<file path="src/hdl/scfla_pkg.sv">
// Shared types, constants and helper functions for the size-class allocator.
// Used by the controller, the datapath and the top level; no dependencies.
package scfla_pkg;

  localparam int unsigned AlignBytes    = 8;
  localparam int unsigned MaxSmallBytes = 128;
  localparam int unsigned NumClasses    = 16;
  localparam int unsigned RefillBlocks  = 20;
  localparam int unsigned ArenaBytes    = 65536;
  localparam int unsigned LinkDepth     = ArenaBytes / AlignBytes;
  localparam int unsigned AlignShift    = $clog2(AlignBytes);
  localparam int unsigned ClassW        = $clog2(NumClasses);
  localparam int unsigned SlotW         = $clog2(LinkDepth);
  localparam int unsigned CountW        = $clog2(RefillBlocks + 1);
  localparam int unsigned AddrW         = 16;
  localparam int unsigned WideW         = 17;
  localparam logic [AddrW-1:0] EmptyMark = '1;

  typedef enum logic [1:0] {
    CMD_ALLOC   = 2'd0,
    CMD_DEALLOC = 2'd1,
    CMD_REALLOC = 2'd2,
    CMD_NONE    = 2'd3
  } cmd_e;

  typedef enum logic [1:0] {
    ST_ALLOCATED = 2'd0,
    ST_RELEASED  = 2'd1,
    ST_TOO_LARGE = 2'd2,
    ST_NO_MEMORY = 2'd3
  } status_e;

  typedef enum logic [4:0] {
    S_IDLE,
    S_REL_PUSH,
    S_ALLOC_CHK,
    S_POP_RD,
    S_POP_WAIT,
    S_POP_DONE,
    S_SPILL,
    S_GROW,
    S_SCAN,
    S_BOR_RD,
    S_BOR_WAIT,
    S_BOR_DONE,
    S_DIV,
    S_CARVE,
    S_LINK,
    S_OUT
  } state_e;

  typedef enum logic [4:0] {
    OP_NONE,
    OP_LATCH,
    OP_REL_PUSH,
    OP_ALLOC_CHK,
    OP_POP_RD,
    OP_POP_DONE,
    OP_SPILL,
    OP_GROW,
    OP_SCAN_STEP,
    OP_BOR_RD,
    OP_BOR_DONE,
    OP_DIV_INIT,
    OP_DIV_STEP,
    OP_CARVE,
    OP_LINK,
    OP_OOM,
    OP_DONE_TOO_LARGE
  } op_e;

  typedef struct packed {
    op_e op;
  } dp_cmd_t;

  typedef struct packed {
    logic    is_alloc;
    logic    is_release;
    logic    rel_too_large;
    logic    alloc_too_large;
    logic    head_empty;
    logic    pool_short;
    logic    left_nonzero;
    logic    grow_fits;
    logic    scan_hit;
    logic    scan_end;
    logic    div_done;
    logic    carve_links;
    logic    link_last;
  } dp_status_t;

  function automatic logic [ClassW-1:0] class_of(input logic [WideW-1:0] size);
    logic [WideW-1:0] c;
    c = (size == '0) ? '0 : ((size - WideW'(1)) >> AlignShift);
    if (c >= WideW'(NumClasses)) c = WideW'(NumClasses - 1);
    return c[ClassW-1:0];
  endfunction

  function automatic logic [SlotW-1:0] slot_of(input logic [AddrW-1:0] a);
    return a[AlignShift +: SlotW];
  endfunction

endpackage

</file>
<file path="src/hdl/scfla_ctrl.sv">
// Controller state machine of the allocator: sequences release, pop, refill,
// growth and borrowing. Depends on scfla_pkg.
module scfla_ctrl
  import scfla_pkg::*;
(
  input  logic       clk_i,
  input  logic       rst_ni,
  input  logic       in_valid_i,
  output logic       in_ready_o,
  output logic       out_valid_o,
  input  logic       out_ready_i,
  input  dp_status_t status_i,
  output dp_cmd_t    cmd_o
);

  state_e state_q, state_d;
  logic   div_first_q;

  always_ff @(posedge clk_i or negedge rst_ni) begin
    if (!rst_ni) state_q <= S_IDLE;
    else state_q <= state_d;
  end

  always_comb begin
    state_d = state_q;
    case (state_q)
      S_IDLE: if (in_valid_i) state_d = S_REL_PUSH;
      S_REL_PUSH: begin
        if (!status_i.is_alloc && !status_i.is_release) state_d = S_OUT;
        else if (!status_i.is_alloc) state_d = S_OUT;
        else state_d = S_ALLOC_CHK;
      end
      S_ALLOC_CHK: begin
        if (status_i.alloc_too_large) state_d = S_OUT;
        else if (!status_i.head_empty) state_d = S_POP_RD;
        else state_d = S_SPILL;
      end
      S_POP_RD:   state_d = S_POP_WAIT;
      S_POP_WAIT: state_d = S_POP_DONE;
      S_POP_DONE: state_d = S_OUT;
      S_SPILL: begin
        if (!status_i.pool_short) state_d = S_DIV;
        else if (status_i.grow_fits) state_d = S_GROW;
        else state_d = S_SCAN;
      end
      S_GROW: state_d = S_DIV;
      S_SCAN: begin
        if (status_i.scan_hit) state_d = S_BOR_RD;
        else if (status_i.scan_end) state_d = S_OUT;
        else state_d = S_SCAN;
      end
      S_BOR_RD:   state_d = S_BOR_WAIT;
      S_BOR_WAIT: state_d = S_BOR_DONE;
      S_BOR_DONE: state_d = S_DIV;
      S_DIV:      if (!div_first_q && status_i.div_done) state_d = S_CARVE;
      S_CARVE:    state_d = status_i.carve_links ? S_LINK : S_OUT;
      S_LINK:     if (status_i.link_last) state_d = S_OUT;
      S_OUT:      if (out_ready_i) state_d = S_IDLE;
      default:    state_d = S_IDLE;
    endcase
  end

  // Entering S_DIV from spill, growth or borrowing loads the divider first.
  always_ff @(posedge clk_i or negedge rst_ni) begin
    if (!rst_ni) div_first_q <= 1'b0;
    else div_first_q <= (state_d == S_DIV) && (state_q != S_DIV);
  end

  always_comb begin
    cmd_o.op    = OP_NONE;
    in_ready_o  = 1'b0;
    out_valid_o = 1'b0;
    case (state_q)
      S_IDLE: begin
        in_ready_o = 1'b1;
        cmd_o.op   = OP_LATCH;
      end
      S_REL_PUSH: begin
        if (!status_i.is_alloc && !status_i.is_release) cmd_o.op = OP_DONE_TOO_LARGE;
        else if (status_i.is_release && status_i.rel_too_large) begin
          cmd_o.op = status_i.is_alloc ? OP_NONE : OP_DONE_TOO_LARGE;
        end else if (status_i.is_release) cmd_o.op = OP_REL_PUSH;
      end
      S_ALLOC_CHK: begin
        cmd_o.op = status_i.alloc_too_large ? OP_DONE_TOO_LARGE : OP_ALLOC_CHK;
      end
      S_POP_RD:   cmd_o.op = OP_POP_RD;
      S_POP_DONE: cmd_o.op = OP_POP_DONE;
      S_SPILL: begin
        if (status_i.pool_short && status_i.left_nonzero) cmd_o.op = OP_SPILL;
      end
      S_GROW: cmd_o.op = OP_GROW;
      S_SCAN: begin
        if (!status_i.scan_hit) begin
          cmd_o.op = status_i.scan_end ? OP_OOM : OP_SCAN_STEP;
        end
      end
      S_BOR_RD, S_BOR_WAIT: cmd_o.op = OP_BOR_RD;
      S_BOR_DONE: cmd_o.op = OP_BOR_DONE;
      S_DIV:      cmd_o.op = div_first_q ? OP_DIV_INIT : OP_DIV_STEP;
      S_CARVE:    cmd_o.op = OP_CARVE;
      S_LINK:     cmd_o.op = OP_LINK;
      S_OUT:      out_valid_o = 1'b1;
      default: ;
    endcase
  end

  assert property (@(posedge clk_i) disable iff (!rst_ni)
    (state_q == S_POP_RD) |=> (state_q == S_POP_WAIT))
    else $error("pop read not followed by wait");
  assert property (@(posedge clk_i) disable iff (!rst_ni)
    (out_valid_o && !out_ready_i) |=> out_valid_o)
    else $error("result dropped while stalled");
  assert property (@(posedge clk_i) disable iff (!rst_ni)
    !(in_ready_o && out_valid_o))
    else $error("input accepted with result pending");

endmodule

</file>
<file path="config.mk">
export PLATFORM = sky130hd
export DESIGN_NAME = scfla_ctrl
export DESIGN_NICKNAME = d
export VERILOG_FILES = /design/src/hdl/scfla_pkg.sv /design/src/hdl/scfla_ctrl.sv
export SDC_FILE = /design/constraint.sdc
export NUM_CORES = 1
export LEC_CHECK = 0
export BUFFER_PORTS_ARGS = -buffer_cell sky130_fd_sc_hd__buf_2
export CORE_MARGIN = 2
export CORE_UTILIZATION = 44
export CTS_CLUSTER_DIAMETER = 100
export DETAILED_ROUTE_END_ITERATION = 8
export GPL_TIMING_DRIVEN = 0
export PLACE_DENSITY = 0.71
export SETUP_SLACK_MARGIN = 0.05
export SLEW_MARGIN = 0
export SYNTH_ARGS = -nofsm -noshare
export SYNTH_HDL_FRONTEND = slang
export SYNTH_SLANG_ARGS = --single-unit
export TNS_END_PERCENT = 20
</file>
<file path="constraint.sdc">
create_clock -name clk_i -period 1.7 [get_ports clk_i]
set_clock_uncertainty 0.2 [all_clocks]
set_input_delay 0.34 -clock clk_i [delete_from_list [all_inputs] [get_ports clk_i]]
set_output_delay 0.34 -clock clk_i [all_outputs]
set_load 0.01 [all_outputs]
</file>
# == Word-level counts from Yosys, hierarchy flattened ==
# Index checks and enable logic that the tools add are counted.
# Widths: inputs -> output; s select.
# op_classes
eq_ne,17
mux,25
n_reduce_logical,11
# ops
op,n
$pmux 5 s15,1
$pmux 5 s13,1
$eq 5x4->1 const B,9
$mux 5,8
$mux 4,6
$eq 5x3->1 const B,4
$mux 3,5
$eq 5x2->1 const B,2
$eq 5x1->1 const B,1
$logic_and 1x1->1,5
$logic_not 5->1,1
$ne 5x4->1 const B,1
$reduce_or 2->1,2
$logic_not 1->1,3
$mux 1,3
$mux 2,1
# word_totals
reg_bits,6
inputBits,17
output_inout_bits,7
word_cells,55

# == Longest topological paths before layout ==
# Gate-level depths: netlist of the first run.
# depth
ltp_word,6
mapped_depth,7
ltp_nobuf,5

# == Worst setup path after synthesis of the first run ==
# OpenSTA, ideal clock, no wires.
# synth_timing
path_kind,flip-flop to output port
start,reg state_q[2]
end,out cmd_o[2] (netlist bit)
t_arrival_ps,1405
t_required_ps,1160
path_slack_ps,-245
stages_incl_launch_ff,6
n_path_buf,2
path_cell_list,dfrtp_1 buf_2 buf_2 o31ai_1 a221oi_1 a211oi_1
# synth_lines
item,line_no,text
from (decl),scfla_ctrl.sv:16,"state_e state_q, state_d;"
from (signal assigned),scfla_ctrl.sv:21,else state_q <= state_d;
to (decl),scfla_ctrl.sv:13,output dp_cmd_t cmd_o

==> flow_metrics.tcl, run 1 <==
set metrics [dict create \
    remaining_drc_errors 0 \
    cts-buffers-inserted 3 \
    io_pins 24 \
    cts.clk_slew.worst_paths_ps 50 \
    start_util 0.468 \
    hold_violations 0 \
    drive_above_1_share 0.477 \
    cts_tree "done" \
    dp_cells 138 \
    die_y_microns 44.0 \
    vias 954 \
    dr.first_iter.drc_count 39 \
    rsz0062_at_grt "true" \
    n_antenna_cell 0 \
    status "complete, but fails checks" \
    cp_max_fo 9 \
    cp.arrival_ps 1610 \
    grt_max_degree 11 \
    hold_path_class "in -> async" \
    critPathLaunchType "flip-flop" \
    ys.flop_type "dfrtp_1" \
    top_layer "met4" \
    clk_latency_ps 250 \
    synth.avg_cell_area_sq_um 7.12 \
    synthesis.nets 116 \
    async_flop_share 1.00 \
    finalSetupViolations 9 \
    ys_warn_count 0 \
    cts-root-buf "clkbuf_4" \
    finalCriticalPeriod_ps 2150 \
    final_cells 148 \
    synth.distinct_cells 40 \
    wl_met2_microns 1280 \
    dr_wl_met3_microns 265 \
    power_density_nw_per_um2 1580 \
    grt-ovfl-total 0 \
    ant_nets 0 \
    endpoint_kind "primary output" \
    fp.dieW_microns 44.0 \
    ir_worst_vdd_uv 946 \
    synth_area_sq_um 704 \
    violations "setup timing" \
    area_delta_synth_final_pct 47.1 \
    r2r_cells 4 \
    num_rows 14 \
    h-tree-depth 1 \
    regToRegSetupSlack_ps -180 \
    fin_nets 151 \
    num-fill-cells 129 \
    holdWs_ps 249 \
    synth_cells 99 \
    design.core.area_sq_um 1510 \
    power.leakage_nw 0.451 \
    drt-pass1-iter-count 4 \
    design.die.area_sq_um 1940 \
    avgRoutedWirePerCell_microns 17.7 \
    grt_pass1_vias 892 \
    setup_ws_ps -446 \
    place_congestion 0.908 \
    reg2reg_to "state_q[0]$_DFF_PN0_" \
    synth_seq_cells 6 \
    cap_violations 0 \
    dp_hpwl_microns 1670 \
    wl_met1_microns 1000 \
    report.final.slew_viol_count 0 \
    timing.rr.start "state_q[1]$_DFF_PN0_" \
    cts_buffer_depth 2 \
    yosysSeqAreaShare 0.213 \
    synth-edff-count 0 \
    required_ps 1160 \
    vias_per_cell 6.45 \
    wirelength_microns 2620 \
    grt_usage 0.291 \
    clock.fmax_mhz 466 \
    crit_type "reg -> out" \
    cts.sinks 6 \
    grt_pass1_wl_microns 4170 \
    portBuffers 23 \
    antenna_found_initial 0 \
    min_period_over_period 1.26 \
]
synth_stat cells (3+ instances only):
cell	count	area [sq um]
a21oi_1	8	40.0
buf_2	5	25.0
dfrtp_1	6	150
inv_1	3	11.3
nand2_1	10	37.5
nand2b_1	4	25.0
nand3_1	7	35.0
nor2_1	8	30.0
nor2b_1	4	25.0
nor3_1	5	25.0
o211ai_1	4	30.0
o21ai_0	4	20.0
stage by stage:
stage | power (mW) | worst slack (ps) | area [sq um] | TNS, ps | util
floorplan | 0.966 | -16.2 | 747 | -35.9 | -
global placement | 1.20 | -347 | 882 | -1350 | 0.586
detailed placement | 1.21 | -319 | 882 | -1450 | 0.586
CTS | 1.54 | -392 | 1010 | -2380 | 0.671
global route | 1.74 | -494 | 1040 | -3130 | 0.688
finish | 1.64 | -446 | 1040 | -2550 | 0.688
state kept, by name (all words and copies together), names as in the netlist:
register and count:
div_first_q 1, state_q 5
cell families after synthesis:
kind of cell | synth area share
flip-flops | 0.213
AND/OR/NAND/NOR | 0.387
buffers and inverters | 0.0781
AO/OA/AOI/OAI | 0.316
other | 0.00532
final cells by class:
| class | instances | area [sq um] | share of cell area |
|---|---|---|---|
| multi-input combinational | 82 | 582 | 0.562 |
| inverter | 4 | 16.3 | 0.0157 |
| clock buffer | 3 | 22.5 | 0.0217 |
| buffer | 7 | 75.1 | 0.0725 |
| sequential | 6 | 153 | 0.147 |
| timing repair buffer | 30 | 168 | 0.162 |
| tap | 16 | 20.0 | 0.0193 |
critical path, stage by stage (launching register included):
cell	delay, ps
dfrtp_1	370
buf_6	140
or2_4	270
o21ai_4	160
a21oi_2	100
o2111ai_2	170
buf_2	150
layer usage:
metal | track usage | vias to the layer above
li1 | - | 436
met1 | 0.383 | 435
met2 | 0.471 | 74
met3 | 0.0490 | 9
met4 | 0.127 | 0
met5 | 0 | -
how the worst max path moves through the flow:
stage                     endpoint  cells past startpoint  slack [ps]                 start
final                     cmd_o[1]                      6        -450  state_q[0]$_DFF_PN0_
after global routing      cmd_o[1]                      6        -490  state_q[0]$_DFF_PN0_
after CTS                 cmd_o[0]                      6        -390  state_q[0]$_DFF_PN0_
after detailed placement  cmd_o[0]                      7        -320  state_q[3]$_DFF_PN0_
after global placement    cmd_o[0]                      7        -350  state_q[3]$_DFF_PN0_
after floorplan           cmd_o[0]                      5         -20  state_q[0]$_DFF_PN0_
report_power, final:
part	leakage [nW]	internal [mW]	switching, mW
clock	0.0138	0.0801	0.0551
combinational	0.362	0.553	0.693
sequential	0.0750	0.194	0.0606
total	0.451	0.827	0.809
placed cells by master (no fill, tap or decap), types with 2 or more instances in the layout:
cell / netlist / layout
nor2_2: 0 / 3
o21ai_0: 4 / 2
nor3_1: 5 / 2
buf_6: 1 / 4
nor2_1: 8 / 5
a21oi_1: 8 / 6
o211ai_1: 4 / 4
nand2b_1: 4 / 4
buf_4: 0 / 7
nor3_4: 0 / 2
buf_2: 5 / 24
dfrtp_1: 6 / 4
a21oi_2: 0 / 2
or3_1: 2 / 2
nand2_1: 10 / 9
inv_1: 3 / 2
dfrtp_2: 0 / 2
clkbuf_4: 0 / 3
o21ai_2: 0 / 2
nand3_1: 7 / 7
nor2b_1: 4 / 3
repair_timing:
action | 4_1_cts | 5_1_grt
hold endpoints to repair | 6 | 0
endpoints found under the setup margin | 10 | 11
gates resized for setup | 20 | 7
hold buffers | 1 | 0
setup buffers | 5 | 0
pin swaps | 5 | 3
gates cloned | 1 | 0
Power figures use the tool's default switching activity.
==> run 2, diff against run 1 <==
--- a/config.mk
+++ b/config.mk
@@ -5,12 +5,12 @@
 export SDC_FILE = /design/constraint.sdc
 export NUM_CORES = 1
 export LEC_CHECK = 0
+export ABC_AREA = 1
 export BUFFER_PORTS_ARGS = -buffer_cell sky130_fd_sc_hd__buf_2
 export CORE_MARGIN = 2
 export CORE_UTILIZATION = 44
 export CTS_CLUSTER_DIAMETER = 100
 export DETAILED_ROUTE_END_ITERATION = 8
-export GPL_TIMING_DRIVEN = 0
 export PLACE_DENSITY = 0.71
 export SETUP_SLACK_MARGIN = 0.05
 export SLEW_MARGIN = 0
==> flow_metrics.tcl, run 2 <==
set metrics [dict create \
    status "complete, but fails checks" \
    required_ps 1160 \
    cts.sinks 6 \
    vias 1099 \
    stdcell_area_sq_um 1210 \
    num_rows 14 \
    seq_area_sq_um 155 \
    timing.rr.start "state_q[2]$_DFF_PN0_" \
    synth_area_sq_um 712 \
    layout_commonest_cell "nand2_1" \
    synth_top_area_cell "dfrtp_1" \
    synth_xor_area_frac 0 \
    largest_register_ffs 5 \
    final_cells 202 \
    avgRoutedWirePerCell_microns 14.9 \
    drive_above_1_share 0.473 \
    synth_top_area_share 0.211 \
    max_stage_delay_ps 490 \
    ant_nets 0 \
    design.core.area_sq_um 1510 \
    cp_max_fo 7 \
    place_congestion 0.883 \
    clock.fmax_mhz 473 \
    multi_input_area_sq_um 594 \
    dr.first_iter.drc_count 48 \
    cp.depth 7 \
    largest-register "state_q" \
    hold_violations 0 \
    cts-buffers-inserted 3 \
    design.die.area_sq_um 1960 \
    grt_pass1_vias 1045 \
    grt_max_degree 8 \
    antenna_found_initial 0 \
    vias_per_cell 5.44 \
    final_cell_mix "nand2_1 (30), buf_4 (23), buf_2 (22), inv_1 (20), nor2_1 (19)" \
    synthSimpleGateAreaFrac 0.571 \
    ys.flop_type "dfrtp_1" \
    yosysSeqAreaShare 0.211 \
    reg2reg_to "div_first_q$_DFF_PN0_" \
    crit_type "reg -> out" \
    dp_cells 191 \
    synth_mux_area_frac 0 \
    async_flop_share 1.00 \
    h-tree-depth 1 \
    path_cells "nor2_4, nand2_4, buf_6, nor2_4, nor3b_1, nand3_1, buf_2" \
    cts_buffer_depth 2 \
    endpoint_kind "primary output" \
    finalSetupViolations 8 \
    cp-endpoint "cmd_o[0]" \
    portBuffers 23 \
    largestRegisters "state_q (5), div_first_q (1)" \
    synth_top_family_by_area "simple AND/OR/NAND/NOR gates" \
    ir_worst_vdd_uv 965 \
    synth-adder-area-share 0 \
    grt-ovfl-total 0 \
    power_density_nw_per_um2 1280 \
    synth.avg_cell_area_sq_um 5.31 \
    die_y_microns 44.2 \
    r2r_cells 10 \
    rsz0062_at_grt "true" \
    synth-edff-count 0 \
    worst-path-buf-inv 2 \
    synthesis.nets 151 \
    synth_seq_cells 6 \
    synth.distinct_cells 18 \
    area_delta_synth_final_pct 70.7 \
    timing.critical_path.mode_cell "nor2_4" \
    critPathLaunchType "flip-flop" \
    num-fill-cells 109 \
    finalSetupTns_ps -2130 \
    violations "setup timing" \
    remaining_drc_errors 0 \
    cp.arrival_ps 1570 \
    yosys-top-cells-count "nand2_1 (36), nor2_1 (27), inv_1 (24), nand3_1 (13)" \
    hold_path_class "in -> async" \
    report.final.slew_viol_count 0 \
    grt_usage 0.330 \
    n_antenna_cell 0 \
    synth_compound_area_frac 0.0808 \
    fin_nets 205 \
    synth_cells 134 \
    power.leakage_nw 0.706 \
    cts.clk_slew.worst_paths_ps 40 \
    ys_warn_count 0 \
    clk_latency_ps 240 \
    cp_top_family "simple AND/OR/NAND/NOR gates" \
    regToRegSetupSlack_ps -80 \
    min_period_over_period 1.24 \
    placed_cell_area_sq_um 998 \
    synthTopCellsByArea "dfrtp_1 (21%), nand2_1 (19%), nor2_1 (14%), inv_1 (13%), nand3_1 (9.1%)" \
    worstSetupStartpoint "state_q[3]$_DFF_PN0_" \
    synth.most_common_cell "nand2_1" \
    start_util 0.473 \
    io_pins 24 \
    slowest_stage "dfrtp_2" \
    fp.dieW_microns 44.2 \
    drt-pass1-iter-count 4 \
    grt_pass1_wl_microns 4700 \
    wirelength_microns 3010 \
    finalCoreUtilization 0.806 \
    finalCriticalPeriod_ps 2110 \
    cap_violations 0 \
    cts-root-buf "clkbuf_4" \
    dp_hpwl_microns 1940 \
    setup_ws_ps -415 \
    cts_tree "done" \
]
-- run 2: cell types whose count changed after synthesis, sizes merged, moves of 6 or more --
cell,previous run,this run
nor2,8,32
inv,3,25
nand3,7,14
buf,6,0
nand2,10,38
a21oi,8,0
-- run 2: power breakdown --
part / internal, mW / switching (mW) / leakage, nW / total (mW)
combinational: 0.465 / 0.632 / 0.619 / 1.10
clock: 0.0795 / 0.0458 / 0.0138 / 0.125
sequential: 0.200 / 0.136 / 0.0726 / 0.336
-- run 2: cells by family after synthesis --
logic type,after synthesis
other,1
flip-flops,6
buffers and inverters,25
AND/OR/NAND/NOR,92
AO/OA/AOI/OAI,10
-- run 2: metal layers --
metal | vias up | part of all wire | global-route usage
met5 | - | 0 | 0
met4 | 0 | 0.025 | 0.176
met3 | 15 | 0.073 | 0.0367
met2 | 70 | 0.51 | 0.574
met1 | 489 | 0.39 | 0.396
li1 | 525 | - | -
-- run 2: worst register-to-register path, stage by stage, from the launching register on --
cell and delay (ps):
dfrtp_2 480, inv_2 90, nor2_4 120, nand4_1 130, buf_4 160, buf_4 130, nand2_1 80, nor2_1 60
nand2_2 90, nand3_2 90, nor2_1 90
-- run 2: per-stage QoR --
step           setup slack (ps)  total power [mW]  hold WS (ps)
6_report                   -415              1.56           273
5_1_grt                    -476              1.64           280
4_1_cts                    -304              1.43           235
3_5_place_dp               -193              1.06         -36.6
3_3_place_gp               -183              1.04         -37.4
2_1_floorplan              38.9             0.708          -156
-- run 2: area by class of cell --
cell class	instances	area share
well taps	16	0.0165
inverters	25	0.0793
multi-input cells	103	0.489
clock buffers	3	0.0185
flip-flops and latches	6	0.128
repair buffers	49	0.269
-- run 2: how the worst min path moves through the flow --
| stage | from | end | slack (ps) |
|---|---|---|---|
| 6_report | rst_ni | div_first_q$_DFF_PN0_ | 270 |
| 5_1_grt | rst_ni | div_first_q$_DFF_PN0_ | 280 |
| 4_1_cts | rst_ni | div_first_q$_DFF_PN0_ | 230 |
| 3_5_place_dp | rst_ni | div_first_q$_DFF_PN0_ | -40 |
| 3_3_place_gp | rst_ni | div_first_q$_DFF_PN0_ | -40 |
| 2_1_floorplan | rst_ni | div_first_q$_DFF_PN0_ | -160 |
-- run 2: what timing repair did --
| item | CTS | global route |
|---|---|---|
| gates resized for setup | 31 | 11 |
| endpoints found under the hold margin | 6 | 0 |
| pin swaps | 4 | 6 |
| hold buffers | 1 | 0 |
| gates cloned | 0 | 0 |
| buffers inserted | 7 | 0 |
| endpoints found under the setup margin | 12 | 12 |
==> run 3, diff against run 2 <==
--- a/config.mk
+++ b/config.mk
@@ -7,11 +7,13 @@
 export LEC_CHECK = 0
 export ABC_AREA = 1
 export BUFFER_PORTS_ARGS = -buffer_cell sky130_fd_sc_hd__buf_2
-export CORE_MARGIN = 2
-export CORE_UTILIZATION = 44
+export CELL_PAD_IN_SITES_DETAIL_PLACEMENT = 1
+export CELL_PAD_IN_SITES_GLOBAL_PLACEMENT = 2
+export CORE_MARGIN = 1
+export CORE_UTILIZATION = 21
 export CTS_CLUSTER_DIAMETER = 100
 export DETAILED_ROUTE_END_ITERATION = 8
-export PLACE_DENSITY = 0.71
+export PLACE_DENSITY = 0.72
 export SETUP_SLACK_MARGIN = 0.05
 export SLEW_MARGIN = 0
 export SYNTH_ARGS = -nofsm -noshare
==> constraint.sdc (replaced) <==
create_clock -name clk_i -period 1.75 [get_ports clk_i]
set_clock_uncertainty 0.2 [all_clocks]
set_input_delay 0.35 -clock clk_i [delete_from_list [all_inputs] [get_ports clk_i]]
set_output_delay 0.35 -clock clk_i [all_outputs]
set_load 0.01 [all_outputs]
==> flow_metrics.tcl, run 3 (synthesized netlist as in run 2, its figures left out) <==
set metrics [dict create \
    largestRegisters "state_q (5), div_first_q (1)" \
    status "complete, but fails checks" \
    grt_usage 0.200 \
    hold_violations 0 \
    critPathLaunchType "flip-flop" \
    crit_type "reg -> out" \
    worst-path-buf-inv 3 \
    design.core.area_sq_um 3130 \
    holdWs_ps 247 \
    cts_buffer_depth 2 \
    largest_register_ffs 5 \
    cts-root-buf "clkbuf_4" \
    slowest_stage "dfrtp_1" \
    start_util 0.228 \
    cp_top_family "flip-flops" \
    max_stage_delay_ps 430 \
    dp_hpwl_microns 2520 \
    cp.arrival_ps 1540 \
    grt_pass1_vias 1169 \
    fp.dieW_microns 60.2 \
    io_pins 24 \
    n_antenna_cell 0 \
    wirelength_microns 3280 \
    cp_max_fo 6 \
    area_delta_synth_final_pct 89.5 \
    place_congestion 0.844 \
    die_y_microns 60.2 \
    ant_nets 0 \
    grt_max_degree 7 \
    drive_above_1_share 0.485 \
    timing.critical_path.mode_cell "nand4_1" \
    vias 1111 \
    portBuffers 23 \
    finalSetupTns_ps -2150 \
    antenna_found_initial 0 \
    path_cells "inv_4, buf_4, nand4_1, nand2_1, nor2_1, o21a_1, nand4_1, buf_2" \
    ir_worst_vdd_uv 270 \
    violations "setup timing" \
    clk_latency_ps 240 \
    cap_violations 0 \
    grt_pass1_wl_microns 5310 \
    clock.fmax_mhz 477 \
    finalCriticalPeriod_ps 2090 \
    remaining_drc_errors 0 \
    num_rows 20 \
    finalCoreUtilization 0.431 \
    h-tree-depth 1 \
    setup_ws_ps -345 \
    num-fill-cells 431 \
    hold_path_class "in -> reg" \
    cts_tree "done" \
    grt-ovfl-total 0 \
    drt-pass1-iter-count 4 \
    vias_per_cell 4.52 \
    required_ps 1200 \
    endpoint_kind "primary output" \
    layout_commonest_cell "buf_4" \
    design.die.area_sq_um 3630 \
    largest-register "state_q" \
    dr.first_iter.drc_count 42 \
    fin_nets 221 \
    placed_cell_area_sq_um 1110 \
    power.leakage_nw 0.773 \
    power_density_nw_per_um2 1180 \
    final_cell_mix "buf_4 (37), nand2_1 (31), inv_1 (23), buf_2 (22), nor2_1 (20)" \
    rsz0062_at_grt "true" \
    cts.sinks 6 \
    min_period_over_period 1.20 \
    finalSetupViolations 12 \
    cts-buffers-inserted 3 \
    p_total_mw 1.59 \
    stdcell_area_sq_um 1350 \
    avgRoutedWirePerCell_microns 13.3 \
    report.final.slew_viol_count 0 \
    cts.clk_slew.worst_paths_ps 50 \
]
==> run 3: cell count changes in the layout (fill, tap and decap cells not counted), sizes merged <==
cell / before / now
buf: 48 / 64
==> run 3: final cells by class <==
class	count	area (sq um)	share of cell area
Tap cell	44	55.1	0.0408
Sequential cell	6	155	0.115
Inverter	25	96.3	0.0714
Multi-Input combinational cell	103	566	0.419
Clock buffer	3	22.5	0.0167
Timing Repair Buffer	65	454	0.337
==> run 3: path summary, 6_finish.rpt <==
path,slack (ps),startpoint,end,cells after the start
min in group asynchronous,270,rst_ni,div_first_q$_DFF_PN0_,2
hold reg to reg,570,div_first_q$_DFF_PN0_,state_q[0]$_DFF_PN0_,5
setup / recovery,-340,state_q[4]$_DFF_PN0_,cmd_o[2],8
hold / removal,250,status_i[0],state_q[0]$_DFF_PN0_,5
setup reg to reg,-230,state_q[3]$_DFF_PN0_,div_first_q$_DFF_PN0_,12
max in group asynchronous,910,rst_ni,state_q[2]$_DFF_PN0_,2
==> run 3: where the power goes <==
part,internal [mW],switching (mW)
clock network,0.0776,0.0497
registers,0.194,0.111
logic,0.553,0.605
==> run 3: worst reg2reg max path, cell delays in order, from the launching register on <==
cell and delay [ps]:
dfrtp_2 460, buf_6 150, nor2_4 90, nand4_1 140, buf_4 170, buf_4 120
buf_4 130, buf_6 120, nand2_1 60, nor2_1 60, nand2_2 70, nand3_1 80
nor2_1 90
==> run 3: repair_timing <==
| item | in CTS | in global routing |
|---|---|---|
| endpoints found under the hold margin | 6 | 0 |
| buffers inserted | 8 | 2 |
| pin swaps | 8 | 4 |
| hold buffers | 1 | 0 |
| setup endpoints to repair | 9 | 12 |
| resized for setup | 25 | 12 |
==> run 3: per-layer routing <==
metal  wire length [microns]  track usage
met2                    1770        0.380
met4                      48       0.0565
met3                      84       0.0238
met1                    1380        0.230
met5                       0            0
==> run 3: per-stage QoR <==
stage	setup slack, ps	instances
final	-345	246
after global routing	-448	246
after CTS	-335	244
after detailed placement	-203	232
after global placement	-198	232
after floorplan	-5.80	134
